### config.mk
export PLATFORM = sky130hd
export DESIGN_NAME = tcgr_regs
export DESIGN_NICKNAME = d
export VERILOG_FILES = /design/src/rtl/tcgr_pkg.sv /design/src/rtl/tcgr_regs.sv
export SDC_FILE = /design/constraint.sdc
export NUM_CORES = 1
export LEC_CHECK = 0
export BUFFER_PORTS_ARGS = -buffer_cell sky130_fd_sc_hd__buf_4
export CORE_MARGIN = 5
export CORE_UTILIZATION = 42
export CTS_BUF_LIST = sky130_fd_sc_hd__clkbuf_16
export DETAILED_ROUTE_END_ITERATION = 10
export PLACE_DENSITY = 0.81
export REMOVE_ABC_BUFFERS = 1
export SYNTH_ARGS = -nofsm -noshare
export SYNTH_HDL_FRONTEND = slang
export SYNTH_SLANG_ARGS = --single-unit
### constraint.sdc
create_clock -name clk -period 1.55 [get_ports clk]
set_input_delay 0.2325 -clock clk [delete_from_list [all_inputs] [get_ports clk]]
set_output_delay 0.2325 -clock clk [all_outputs]
set_load 0.01 [all_outputs]
### src/rtl/tcgr_pkg.sv
// Shared constants, types and lookup functions for the text cell glyph renderer.
package tcgr_pkg;

  localparam int GLYPH_WIDTH  = 9;
  localparam int GLYPH_HEIGHT = 18;
  localparam int FONT_BYTES   = 16384;
  localparam int GLYPH_AREA   = GLYPH_WIDTH * GLYPH_HEIGHT;

  localparam int FONT_AW  = $clog2(FONT_BYTES);
  localparam int ADDR_W   = 28;
  localparam int VALUE_W  = 16;
  localparam int PX_W     = $clog2(GLYPH_WIDTH + 1);
  localparam int LROW_W   = $clog2(256 * GLYPH_HEIGHT);
  localparam int LEFT_W   = $clog2(256 * GLYPH_WIDTH);
  localparam int LEFTB_W  = LEFT_W + 4;
  localparam int GROW_W   = 5;
  localparam int CFG_AW   = 5;
  localparam int CFG_DW   = 32;

  localparam logic [7:0]  CHAR_FIRST     = 8'h21;
  localparam logic [7:0]  CHAR_LAST      = 8'h7E;
  localparam logic [23:0] CURSOR_RGB     = 24'hEEEEEE;
  localparam logic [5:0]  CURSOR_ROW_MIN = 6'd2;
  localparam logic [5:0]  CURSOR_MARGIN  = 6'd2;

  localparam logic [1:0] MODE_LOAD   = 2'd0;
  localparam logic [1:0] MODE_GLYPH  = 2'd1;
  localparam logic [1:0] MODE_CURSOR = 2'd2;

  localparam logic [1:0] JOB_NONE   = 2'd0;
  localparam logic [1:0] JOB_TEXT   = 2'd1;
  localparam logic [1:0] JOB_GLYPH  = 2'd2;
  localparam logic [1:0] JOB_CURSOR = 2'd3;

  localparam logic [1:0] CH_RED   = 2'd0;
  localparam logic [1:0] CH_GREEN = 2'd1;
  localparam logic [1:0] CH_BLUE  = 2'd2;

  localparam logic [2:0] REG_TEXT_MODE = 3'd0;
  localparam logic [2:0] REG_PITCH     = 3'd1;
  localparam logic [2:0] REG_BPP       = 3'd2;
  localparam logic [2:0] REG_RED_OFF   = 3'd3;
  localparam logic [2:0] REG_GREEN_OFF = 3'd4;
  localparam logic [2:0] REG_BLUE_OFF  = 3'd5;

  typedef struct packed {
    logic        text_mode;
    logic [15:0] line_pitch;
    logic [3:0]  bpp;
    logic [2:0]  red_off;
    logic [2:0]  green_off;
    logic [2:0]  blue_off;
  } cfg_t;

  typedef struct packed {
    logic            load;
    logic            base;
    logic            rd;
    logic            issue;
    logic            last;
    logic [1:0]      ch;
    logic [PX_W-1:0] rd_x;
  } cmd_t;

  typedef struct packed {
    logic [1:0] job;
    logic       printable;
    logic       adv;
  } sts_t;

  function automatic logic [23:0] palette(input logic [3:0] idx);
    logic [23:0] rgb;
    case (idx)
      4'd0:    rgb = 24'h000000;
      4'd1:    rgb = 24'h0000FF;
      4'd2:    rgb = 24'h00FF00;
      4'd3:    rgb = 24'h00FFFF;
      4'd4:    rgb = 24'hFF0000;
      4'd5:    rgb = 24'hFF00FF;
      4'd6:    rgb = 24'h813C12;
      4'd7:    rgb = 24'hCCCCCC;
      4'd8:    rgb = 24'h333333;
      4'd9:    rgb = 24'h7777FF;
      4'd10:   rgb = 24'h72FF72;
      4'd11:   rgb = 24'h55BEBE;
      4'd12:   rgb = 24'hFF7777;
      4'd13:   rgb = 24'hBE55BE;
      4'd14:   rgb = 24'hBF510D;
      default: rgb = 24'hFFFFFF;
    endcase
    return rgb;
  endfunction

  function automatic logic [7:0] chan_byte(input logic [23:0] rgb, input logic [1:0] ch);
    logic [7:0] b;
    case (ch)
      CH_RED:   b = rgb[23:16];
      CH_GREEN: b = rgb[15:8];
      default:  b = rgb[7:0];
    endcase
    return b;
  endfunction

endpackage

### src/rtl/tcgr_regs.sv
// Configuration register file behind the APB-style port.
module tcgr_regs (
  input  logic                          clk,
  input  logic                          rst_n,
  input  logic                          cfg_psel,
  input  logic                          cfg_penable,
  input  logic                          cfg_pwrite,
  input  logic [tcgr_pkg::CFG_AW-1:0]   cfg_paddr,
  input  logic [tcgr_pkg::CFG_DW-1:0]   cfg_pwdata,
  output logic [tcgr_pkg::CFG_DW-1:0]   cfg_prdata,
  output logic                          cfg_pready,
  output tcgr_pkg::cfg_t                cfg_o
);

  tcgr_pkg::cfg_t cfg_r, cfg_nxt;
  logic [2:0]     idx;
  logic           wr;

  assign idx        = cfg_paddr[4:2];
  assign wr         = cfg_psel && cfg_penable && cfg_pwrite;
  assign cfg_pready = 1'b1;
  assign cfg_o      = cfg_r;

  always_comb begin
    cfg_nxt = cfg_r;
    if (wr) begin
      case (idx)
        tcgr_pkg::REG_TEXT_MODE: cfg_nxt.text_mode  = cfg_pwdata[0];
        tcgr_pkg::REG_PITCH:     cfg_nxt.line_pitch = cfg_pwdata[15:0];
        tcgr_pkg::REG_BPP:       cfg_nxt.bpp        = cfg_pwdata[3:0];
        tcgr_pkg::REG_RED_OFF:   cfg_nxt.red_off    = cfg_pwdata[2:0];
        tcgr_pkg::REG_GREEN_OFF: cfg_nxt.green_off  = cfg_pwdata[2:0];
        tcgr_pkg::REG_BLUE_OFF:  cfg_nxt.blue_off   = cfg_pwdata[2:0];
        default:                 cfg_nxt = cfg_r;
      endcase
    end
  end

  always_comb begin
    case (idx)
      tcgr_pkg::REG_TEXT_MODE: cfg_prdata = 32'(cfg_r.text_mode);
      tcgr_pkg::REG_PITCH:     cfg_prdata = 32'(cfg_r.line_pitch);
      tcgr_pkg::REG_BPP:       cfg_prdata = 32'(cfg_r.bpp);
      tcgr_pkg::REG_RED_OFF:   cfg_prdata = 32'(cfg_r.red_off);
      tcgr_pkg::REG_GREEN_OFF: cfg_prdata = 32'(cfg_r.green_off);
      tcgr_pkg::REG_BLUE_OFF:  cfg_prdata = 32'(cfg_r.blue_off);
      default:                 cfg_prdata = '0;
    endcase
  end

  always_ff @(posedge clk) begin
    if (!rst_n) begin
      cfg_r.text_mode  <= 1'b0;
      cfg_r.line_pitch <= 16'd0;
      cfg_r.bpp        <= 4'd4;
      cfg_r.red_off    <= 3'd2;
      cfg_r.green_off  <= 3'd1;
      cfg_r.blue_off   <= 3'd0;
    end else begin
      cfg_r <= cfg_nxt;
    end
  end

endmodule

==> metrics.md <==
| Metric | Value |
|---|---|
| Status | finished with violations |
| Violated checks | setup timing |
| Row count | 22 |
| Post-synth top area cell | dfxtp_1 |
| Routed Antenna Nets | 0 |
| First-pass GRT wire length | 6713 µm |
| Crit. End Element | primary output |
| Fill count | 338 |
| Fin crit share | 108.9% |
| Setup TNS | -0.1636 ns |
| CP max FO | 2 |
| Nets | 298 |
| Post-DP HPWL | 2955 µm |
| Core Footprint | 3689 µm² |
| Sequential power share | 41.6% |
| GPL Wtd Cong | 0.7600 |
| Share of the synthesized area in the top cell type | 37.33% |
| Largest register FFs | 30 |
| Worst-path clk slew | 0.05 ns |
| Critical Path End | cfg_prdata[0] |
| Die Area | 5169 µm² |
| Clock power frac | 47.5% |
| Vias | 1452 |
| Mapped Cells | 179 |
| Largest net degree at the start of global routing | 26 |
| Setup violations, final | 2 |
| CTS sink cnt | 30 |
| Most frequent cells in the layout | buf_4 (79), nand2_1 (44), mux2i_1 (32) |
| Overflow after GRT | 0 |
| PortBufs | 69 |
| Clk_skew | 0 ns |
| Area growth syn-to-layout | 45.26% |
| PnR worst setup slack | -0.1379 ns |
| Final wirelength | 4108 µm |
| Ports | 105 |
| Initial Util | 43.62% |
| Post-synthesis sequential area ratio | 37.33% |
| Setup crit start kind | flip-flop |
| Async S/R FF share, synth | 0% |
| Vias in the first global route | 1448 |
| Die W | 71.90 µm |
| Tmin final | 1.688 ns |
| Most common cell after layout, fill and taps aside | buf_4 |
| P_int | 1.452 mW |
| Clock latency on the worst-skew pair | 0.27 ns |
| Worst path arrival time | 1.46 ns |
| Req. time, crit path | 1.32 ns |
| Power Dens Cells | 806.2 nW/µm² |
| Initial antenna violation count | 0 |
| Post-Syn Area per Cell | 8.989 µm² |
| NetSw | 0.4326 mW |
| # diodes | 0 |
| Fmax | 0.5924 GHz |
| DRC viols | 0 |
| VDD IR-drop max | 0.0003929 V |
| Synthesis-stage register bit count | 30 |
| Cell depth of the worst flop-to-flop path | 3 |
| Sw frac | 22.96% |
| RSZ-0062 raised after global routing | yes |
| GRT Util Overall | 16.39% |
| CTS Buf Count | 5 |
| Distinct cells, synth | 29 |
| Count of flip-flops with a built-in enable after synthesis | 0 |
| FF-to-FF End | cfg_o[29] |
| HP Class | in2reg |
| Per-cell routed wire length | 13.47 µm |
| Via/cell ratio | 4.761 |
| Post-CTS Hold Buffers | 0 |
| Ranking of synthesized cells by area | dfxtp_1 (37%), mux2i_1 (20%), nand2_1 (10%) |
| Final hold violation count | 0 |
| Depth of the CTS H-tree | 2 |
| Worst R2R Start | cfg_o[29] |
| Power share of the combinational group | 10.9% |
| Root buf cell | clkbuf_16 |
| Die H | 71.90 µm |
| Cell area after synthesis | 1609 µm² |
| Worst Setup Path Type | reg2out |
| Overall Power | 1.884 mW |
| Worst Setup SP | cfg_o[0] |
| Register area | 608.1 µm² |
| First-pass DRT Iterations | 4 |
| Static Leak | 1.065 nW |
| Max Root-Sink Buffers | 2 |
| CTS tree | yes |
| Top_reg_cell synth | dfxtp_1 |
| Max cap viols | 0 |
| Flop2flop setup slack | 0.74 ns |
| Warnings, synthesis | 0 |
| Area of the multi-input gates | 892.1 µm² |
| Slew Limit Fails | 0 |
| Proportion of layout cells with a drive suffix above 1 | 40.47% |
| 1st-iter DRT viols | 83 |
through the flow:
stage	std cells	util [%]	worst slack [ns]	hold WS (ns)	area [µm²]
detailed placement	293	57.97	0.07187	0.4580	2138
floorplan	167	-	0.2441	0.3238	1480
CTS	303	62.62	-0.1440	0.2093	2310
global route	305	63.37	-0.1743	0.2266	2337
finish	305	63.37	-0.1379	0.2135	2337
global placement	293	57.97	0.07215	0.4552	2138
Yosys cell counts, types with 2 or more instances:
cell type,instances
clkbuf_1,6
dfxtp_1,30
mux2_2,2
mux2i_1,32
o311ai_0,2
buf_4,18
nor2b_1,5
and2_1,12
conb_1,2
buf_6,2
nand2_1,44
nor2_1,6
a21oi_1,2
worst min path at each step:
stage / from / slack (ns) / cells past startpoint / end
after floorplan: rst_n / 0.32 / 1 / cfg_o[7]
after global placement: cfg_o[24] / 0.46 / 2 / cfg_o[24]
after detailed placement: cfg_o[25] / 0.46 / 2 / cfg_o[25]
after CTS: cfg_pwdata[8] / 0.21 / 3 / cfg_o[21]
after global routing: cfg_pwdata[8] / 0.23 / 3 / cfg_o[21]
final: cfg_pwdata[8] / 0.21 / 3 / cfg_o[21]
routing by layer:
metal  GRT usage, %  wire (µm)
met4          6.889         51
met1          19.51       1711
met2          26.84       1865
met3          5.679        480
met5              0          0
worst max-delay path, cell delays in order, from the launching register on:
cell,delay (ns)
dfxtp_2,0.32
mux4_2,0.46
mux2_4,0.28
buf_6,0.12
repair_timing:
item | in CTS | in global routing
gates cloned | 0 | 0
pin swaps | 1 | 1
setup endpoints to repair | 2 | 14
buffers inserted | 2 | 2
gates resized for setup | 7 | 5
cell type report:
cell class,count,area share (%)
Multi-Input combinational cell,136,38.17
Timing Repair Buffer,82,27.19
Sequential cell,30,26.02
Clock buffer,5,5.353
Tap cell,48,2.570
Clock inverter,3,0.5353
Inverter,1,0.1606
power groups by stage:
stage | logic (mW) | clock network [mW] | registers [mW]
6_report | 0.205 | 0.896 | 0.783
5_1_grt | 0.226 | 0.953 | 0.783
4_1_cts | 0.201 | 0.917 | 0.783
3_5_place_dp | 0.195 | 0 | 0.798
3_3_place_gp | 0.193 | 0 | 0.798
2_1_floorplan | 0.0741 | 0 | 0.800
cells by family (layout without fill, tap and decap cells):
| kind of cell | after synthesis | count (layout) | synth area share, % |
|---|---|---|---|
| AOI/OAI and AO/OA | 10 | 10 | 4.511 |
| buffers and inverters | 28 | 91 | 11.74 |
| DFF | 30 | 30 | 37.33 |
| muxes | 35 | 35 | 22.71 |
| other | 2 | 17 | 0.4667 |
| and+or+nand+nor | 74 | 74 | 23.25 |
(Power assumes the default switching activity.)
