`src/rtl/tcgr_pkg.sv`:
```
// Shared constants, types and lookup functions for the text cell glyph renderer.
package tcgr_pkg;

  localparam int GLYPH_WIDTH  = 9;
  localparam int GLYPH_HEIGHT = 18;
  localparam int FONT_BYTES   = 16384;
  localparam int GLYPH_AREA   = GLYPH_WIDTH * GLYPH_HEIGHT;

  localparam int FONT_AW  = $clog2(FONT_BYTES);
  localparam int ADDR_W   = 28;
  localparam int VALUE_W  = 16;
  localparam int PX_W     = $clog2(GLYPH_WIDTH + 1);
  localparam int LROW_W   = $clog2(256 * GLYPH_HEIGHT);
  localparam int LEFT_W   = $clog2(256 * GLYPH_WIDTH);
  localparam int LEFTB_W  = LEFT_W + 4;
  localparam int GROW_W   = 5;
  localparam int CFG_AW   = 5;
  localparam int CFG_DW   = 32;

  localparam logic [7:0]  CHAR_FIRST     = 8'h21;
  localparam logic [7:0]  CHAR_LAST      = 8'h7E;
  localparam logic [23:0] CURSOR_RGB     = 24'hEEEEEE;
  localparam logic [5:0]  CURSOR_ROW_MIN = 6'd2;
  localparam logic [5:0]  CURSOR_MARGIN  = 6'd2;

  localparam logic [1:0] MODE_LOAD   = 2'd0;
  localparam logic [1:0] MODE_GLYPH  = 2'd1;
  localparam logic [1:0] MODE_CURSOR = 2'd2;

  localparam logic [1:0] JOB_NONE   = 2'd0;
  localparam logic [1:0] JOB_TEXT   = 2'd1;
  localparam logic [1:0] JOB_GLYPH  = 2'd2;
  localparam logic [1:0] JOB_CURSOR = 2'd3;

  localparam logic [1:0] CH_RED   = 2'd0;
  localparam logic [1:0] CH_GREEN = 2'd1;
  localparam logic [1:0] CH_BLUE  = 2'd2;

  localparam logic [2:0] REG_TEXT_MODE = 3'd0;
  localparam logic [2:0] REG_PITCH     = 3'd1;
  localparam logic [2:0] REG_BPP       = 3'd2;
  localparam logic [2:0] REG_RED_OFF   = 3'd3;
  localparam logic [2:0] REG_GREEN_OFF = 3'd4;
  localparam logic [2:0] REG_BLUE_OFF  = 3'd5;

  typedef struct packed {
    logic        text_mode;
    logic [15:0] line_pitch;
    logic [3:0]  bpp;
    logic [2:0]  red_off;
    logic [2:0]  green_off;
    logic [2:0]  blue_off;
  } cfg_t;

  typedef struct packed {
    logic            load;
    logic            base;
    logic            rd;
    logic            issue;
    logic            last;
    logic [1:0]      ch;
    logic [PX_W-1:0] rd_x;
  } cmd_t;

  typedef struct packed {
    logic [1:0] job;
    logic       printable;
    logic       adv;
  } sts_t;

  function automatic logic [23:0] palette(input logic [3:0] idx);
    logic [23:0] rgb;
    case (idx)
      4'd0:    rgb = 24'h000000;
      4'd1:    rgb = 24'h0000FF;
      4'd2:    rgb = 24'h00FF00;
      4'd3:    rgb = 24'h00FFFF;
      4'd4:    rgb = 24'hFF0000;
      4'd5:    rgb = 24'hFF00FF;
      4'd6:    rgb = 24'h813C12;
      4'd7:    rgb = 24'hCCCCCC;
      4'd8:    rgb = 24'h333333;
      4'd9:    rgb = 24'h7777FF;
      4'd10:   rgb = 24'h72FF72;
      4'd11:   rgb = 24'h55BEBE;
      4'd12:   rgb = 24'hFF7777;
      4'd13:   rgb = 24'hBE55BE;
      4'd14:   rgb = 24'hBF510D;
      default: rgb = 24'hFFFFFF;
    endcase
    return rgb;
  endfunction

  function automatic logic [7:0] chan_byte(input logic [23:0] rgb, input logic [1:0] ch);
    logic [7:0] b;
    case (ch)
      CH_RED:   b = rgb[23:16];
      CH_GREEN: b = rgb[15:8];
      default:  b = rgb[7:0];
    endcase
    return b;
  endfunction

endpackage

```
`src/rtl/tcgr_ctrl.sv`:
```
// Controller state machine: sequences setup, font fetch and write issue per word.
module tcgr_ctrl (
  input  logic           clk,
  input  logic           rst_n,
  input  logic           in_valid,
  output logic           in_ready,
  input  tcgr_pkg::sts_t sts_i,
  output tcgr_pkg::cmd_t cmd_o
);

  localparam logic [2:0] S_IDLE  = 3'd0;
  localparam logic [2:0] S_MUL   = 3'd1;
  localparam logic [2:0] S_SUM   = 3'd2;
  localparam logic [2:0] S_FETCH = 3'd3;
  localparam logic [2:0] S_FLAST = 3'd4;
  localparam logic [2:0] S_EMIT  = 3'd5;

  localparam logic [tcgr_pkg::PX_W-1:0] PX_LAST = tcgr_pkg::PX_W'(tcgr_pkg::GLYPH_WIDTH - 1);

  logic [2:0]                state_r, state_nxt;
  logic [1:0]                job_r, job_nxt;
  logic                      prt_r, prt_nxt;
  logic [tcgr_pkg::PX_W-1:0] px_r, px_nxt;
  logic [1:0]                ch_r, ch_nxt;
  logic                      accept, last_w;

  assign in_ready = (state_r == S_IDLE);
  assign accept   = in_valid && in_ready;
  assign last_w   = (job_r == tcgr_pkg::JOB_TEXT) ||
                    (ch_r == tcgr_pkg::CH_BLUE &&
                     (job_r == tcgr_pkg::JOB_CURSOR || px_r == PX_LAST));

  always_comb begin
    state_nxt  = state_r;
    job_nxt    = job_r;
    prt_nxt    = prt_r;
    px_nxt     = px_r;
    ch_nxt     = ch_r;
    cmd_o      = '0;
    cmd_o.ch   = ch_r;
    cmd_o.rd_x = px_r;
    case (state_r)
      S_IDLE: begin
        if (accept) begin
          cmd_o.load = 1'b1;
          job_nxt    = sts_i.job;
          prt_nxt    = sts_i.printable;
          px_nxt     = '0;
          ch_nxt     = tcgr_pkg::CH_RED;
          if (sts_i.job != tcgr_pkg::JOB_NONE) begin
            state_nxt = S_MUL;
          end
        end
      end
      S_MUL: state_nxt = S_SUM;
      S_SUM: begin
        cmd_o.base = 1'b1;
        state_nxt  = (job_r == tcgr_pkg::JOB_GLYPH && prt_r) ? S_FETCH : S_EMIT;
      end
      S_FETCH: begin
        cmd_o.rd = 1'b1;
        if (px_r == PX_LAST) begin
          px_nxt    = '0;
          state_nxt = S_FLAST;
        end else begin
          px_nxt = px_r + 1'b1;
        end
      end
      S_FLAST: state_nxt = S_EMIT;
      S_EMIT: begin
        if (sts_i.adv) begin
          cmd_o.issue = 1'b1;
          cmd_o.last  = last_w;
          if (last_w) begin
            state_nxt = S_IDLE;
          end else if (ch_r == tcgr_pkg::CH_BLUE) begin
            ch_nxt = tcgr_pkg::CH_RED;
            px_nxt = px_r + 1'b1;
          end else begin
            ch_nxt = ch_r + 1'b1;
          end
        end
      end
      default: state_nxt = S_IDLE;
    endcase
  end

  always_ff @(posedge clk) begin
    if (!rst_n) begin
      state_r <= S_IDLE;
      job_r   <= tcgr_pkg::JOB_NONE;
      prt_r   <= 1'b0;
      px_r    <= '0;
      ch_r    <= tcgr_pkg::CH_RED;
    end else begin
      state_r <= state_nxt;
      job_r   <= job_nxt;
      prt_r   <= prt_nxt;
      px_r    <= px_nxt;
      ch_r    <= ch_nxt;
    end
  end

`ifndef SYNTH
  a_issue_adv: assert property (@(posedge clk) disable iff (!rst_n)
    cmd_o.issue |-> sts_i.adv)
    else $error("write issued while the pipeline is stalled");

  a_rd_issue: assert property (@(posedge clk) disable iff (!rst_n)
    !(cmd_o.rd && cmd_o.issue))
    else $error("font fetch overlaps write issue");

  a_last_idle: assert property (@(posedge clk) disable iff (!rst_n)
    (cmd_o.issue && cmd_o.last) |=> (state_r == S_IDLE))
    else $error("controller did not return to idle after the final write");

  a_load_idle: assert property (@(posedge clk) disable iff (!rst_n)
    cmd_o.load |-> (state_r == S_IDLE && in_valid))
    else $error("load command outside an accepted word");
`endif

endmodule

```
`config.mk`:
```
export PLATFORM = sky130hd
export DESIGN_NAME = tcgr_ctrl
export DESIGN_NICKNAME = d
export VERILOG_FILES = /design/src/rtl/tcgr_pkg.sv /design/src/rtl/tcgr_ctrl.sv
export SDC_FILE = /design/constraint.sdc
export NUM_CORES = 1
export LEC_CHECK = 0
export ABC_AREA = 1
export BUFFER_PORTS_ARGS = -buffer_cell sky130_fd_sc_hd__buf_2
export CORE_MARGIN = 3
export CORE_UTILIZATION = 52
export DETAILED_ROUTE_END_ITERATION = 10
export PLACE_DENSITY_LB_ADDON = 0.1
export SLEW_MARGIN = 25
export SYNTH_ARGS = -nofsm -noshare
export SYNTH_HDL_FRONTEND = slang
export SYNTH_SLANG_ARGS = --single-unit
export TNS_END_PERCENT = 10
```
`constraint.sdc`:
```
create_clock -name clk -period 1.73 [get_ports clk]
set_clock_uncertainty 0.05 [all_clocks]
set_input_delay 0 -clock clk [delete_from_list [all_inputs] [get_ports clk]]
set_output_delay 0 -clock clk [all_outputs]
set_load 0.05 [all_outputs]
```
==> results.cfg <==
[status]
status = finished, final reports clean

[grt]
grt_pass1_wl_microns = 3042
grt_start_max_net_pins = 9
grt.total_usage_pct = 19.98
antenna_found_initial = 0
grt-ovfl-total = 0
first_global_vias = 695

[sta]
final-hold-violation-count = 0
fmax_ghz = 0.6196
rsz0062_at_grt = false
worst_pin_slew_ns = 0.3991
min_period_ns = 1.614
setup_viol = 0
drv_slew = 0
fin_crit_sh_pct = 93.30
finalSetupTns_ns = 0
slew_headroom_pct = 73.35

[clocking]
cts_buffers = 3
clk_latency_ns = 0.27
cts_tree = yes
clock-root-buffer = clkbuf_4
cts_buffer_depth = 2
cts.clk_slew.worst_paths_ns = 0.07
cts-htree-levels = 1
post_cts_buffers = 0
cts.sinks = 12

[logic_synthesis]
synth.area.top_cells = dfxtp_1, nand2_1, nand3_1
synth_cell_types = 25
ys_seq_elements = 12
synth_area_per_cell_sq_um = 6.630
synth_edf_count = 0
syn_inst = 127
yosysTopAreaCell = dfxtp_1
yosysMostFrequentCell = nand2_1
synthesis.area_sq_um = 842.1
yosysSeqAreaShare_pct = 28.53
async_flop_share_pct = 0
synth_ff_type = dfxtp_1
synth_top_area_share_pct = 28.53
synth_common_cells = nand2_1, inv_1, dfxtp_1
syn_nets = 136
yosysWarnings = 0

[pwr]
p_int_w = 0.0006923
p_clk_share_pct = 11.0
power_frac_seq_pct = 28.2
leakage_nw = 0.4976
combPwrFrac_pct = 60.8
switchingPower_w = 0.0008457
power.total_w = 0.001538
vdd_drop_max_mv = 1.194
switching_share_pct = 54.98
powerDensity_mw_per_mm2 = 1514

[critical_path]
cp_slowest_stage_delay_ns = 0.36
startpoint_type = flop
crit_type = flop to output port
cp_common_cell = nand2_1
path_cells = inv_1 > ha_1 > nand3_2 > nand2_1 > nand2_1 > nor3_2 > buf_2
path_delay_family = simple AND/OR/NAND/NOR gates
cp_data_arrival_time_ns = 1.56
critical_path_buf_inv_count = 2
slowest_stage = dfxtp_2
critPathCaptureType = output port
cp_max_fo = 7
cp.required_ns = 1.68

[floorplan]
die_h_microns = 46.24
io-pin-count = 19
initial_core_util_pct = 59.50
dieArea_sq_mm = 0.002138
row_count = 13
core_area_sq_mm = 0.001415
die_w_microns = 46.24

[placement]
dp_hpwl_microns = 1448
place.gp.congestion = 0.8486
place_inst = 159
io_buffers = 18

[drt]
via_count = 866
drc = 0
ant_nets = 0
avgRoutedWirePerCell_microns = 11.60
drt-initial-drc-count = 21
drtPass1Iterations = 4
finalWirelength_microns = 1925
vias_per_cell = 5.217

[finish]
nNetsFinal = 162
syn_to_final_growth_pct = 20.65
utilization_pct = 71.79
regArea_sq_um = 242.7
antenna_cells = 0
multi_input_area_sq_um = 516.7
drive_above_1_share_pct = 33.11
instances_no_fill = 166
fillers = 114

[worst_hold_path]
hp-class = input port to flop

[job]
drv_cap = 0
worst reg2reg max path, delay by kind of cell (launching register included):
family / cells / cell delay [ns]
simple gates: 7 / 0.66
flops: 1 / 0.39
fa+ha+maj: 1 / 0.20
buf+inv: 1 / 0.07
compound gates: 1 / 0.05
cell families (layout without fill, tap and decap cells):
family | count (synthesis) | count (layout) | share of synthesized area (%)
simple gates | 73 | 73 | 46.36
buf+inv | 22 | 46 | 10.70
compound gates | 17 | 17 | 10.40
flops | 12 | 12 | 28.53
fa+ha+maj | 2 | 2 | 2.971
xor+xnor | 1 | 1 | 1.040
cell type report:
type	instances	area share (%)
Multi-Input combinational cell	93	50.86
Sequential cell	12	23.89
Timing Repair Buffer	22	12.81
Inverter	21	8.374
Clock buffer	3	2.217
Tap cell	15	1.847
cells in the final DEF (no fill, tap or decap):
| cell | count |
|---|---|
| dfxtp_1 | 10 |
| inv_2 | 4 |
| nand2_2 | 6 |
| nor3_2 | 1 |
| nand3_2 | 3 |
| o21ai_1 | 1 |
| clkbuf_4 | 3 |
| buf_2 | 18 |
| dfxtp_2 | 2 |
| xor2_1 | 1 |
| nand3_1 | 11 |
| a21oi_1 | 8 |
| dlygate4sd3_1 | 4 |
| nor2_2 | 5 |
| o21ai_0 | 7 |
| nand3_4 | 1 |
| nand2_4 | 2 |
| or2_2 | 1 |
| ha_1 | 2 |
| nor3_1 | 2 |
| clkinv_2 | 1 |
| nand2_1 | 26 |
| nor2_4 | 1 |
| inv_4 | 2 |
| o31ai_1 | 1 |
| inv_1 | 14 |
| nand3b_1 | 1 |
| nor2_1 | 9 |
| nand4_1 | 4 |
repair_timing:
action | in CTS | in global routing
hold buffers | 4 | 0
hold endpoints to repair | 4 | 0
gates resized for setup | 0 | 0
stage by stage:
| stage | hold WS, ns | instance area, sq um | setup WS, ns |
|---|---|---|---|
| after floorplan | 0.07445 | 849.6 | -0.01938 |
| after global placement | 0.1720 | 953.4 | 0.2718 |
| after detailed placement | 0.1780 | 953.4 | 0.2129 |
| after CTS | 0.1577 | 1016 | 0.1077 |
| after global routing | 0.1992 | 1016 | 0.03224 |
| final | 0.1623 | 1016 | 0.1159 |
registers in the layout, summed over array words and instances (netlist names):
| name | flops |
|---|---|
| px_r | 4 |
| state_r | 3 |
| ch_r | 2 |
| job_r | 2 |
| prt_r | 1 |
power groups by stage:
stage | sequential (W) | clock [W] | combinational, W
final | 0.000434 | 0.000169 | 0.000935
after global routing | 0.000445 | 0.000184 | 0.00102
after CTS | 0.000432 | 0.000174 | 0.000930
after global placement | 0.000435 | 0 | 0.000918
after detailed placement | 0.000439 | 0 | 0.000920
after floorplan | 0.000432 | 0 | 0.000763
layer usage:
metal  vias to the layer above  wire, microns  GRT usage [%]
li1                        462              -              -
met1                       377            895          26.28
met2                        23            910          32.14
met3                         4             92          2.734
met4                         0             26          8.523
met5                         -              0              0
final timing paths:
check / cells after the start / slack, ns / end / from
worst max-delay path: 7 / 0.12 / cmd_o[6] / px_r[0]
worst min-delay path: 5 / 0.16 / job_r[0] / in_valid
worst max register to register: 10 / 0.21 / ch_r[1] / px_r[0]
worst min register to register: 2 / 0.44 / ch_r[0] / ch_r[0]
(Power assumes the default switching activity.)
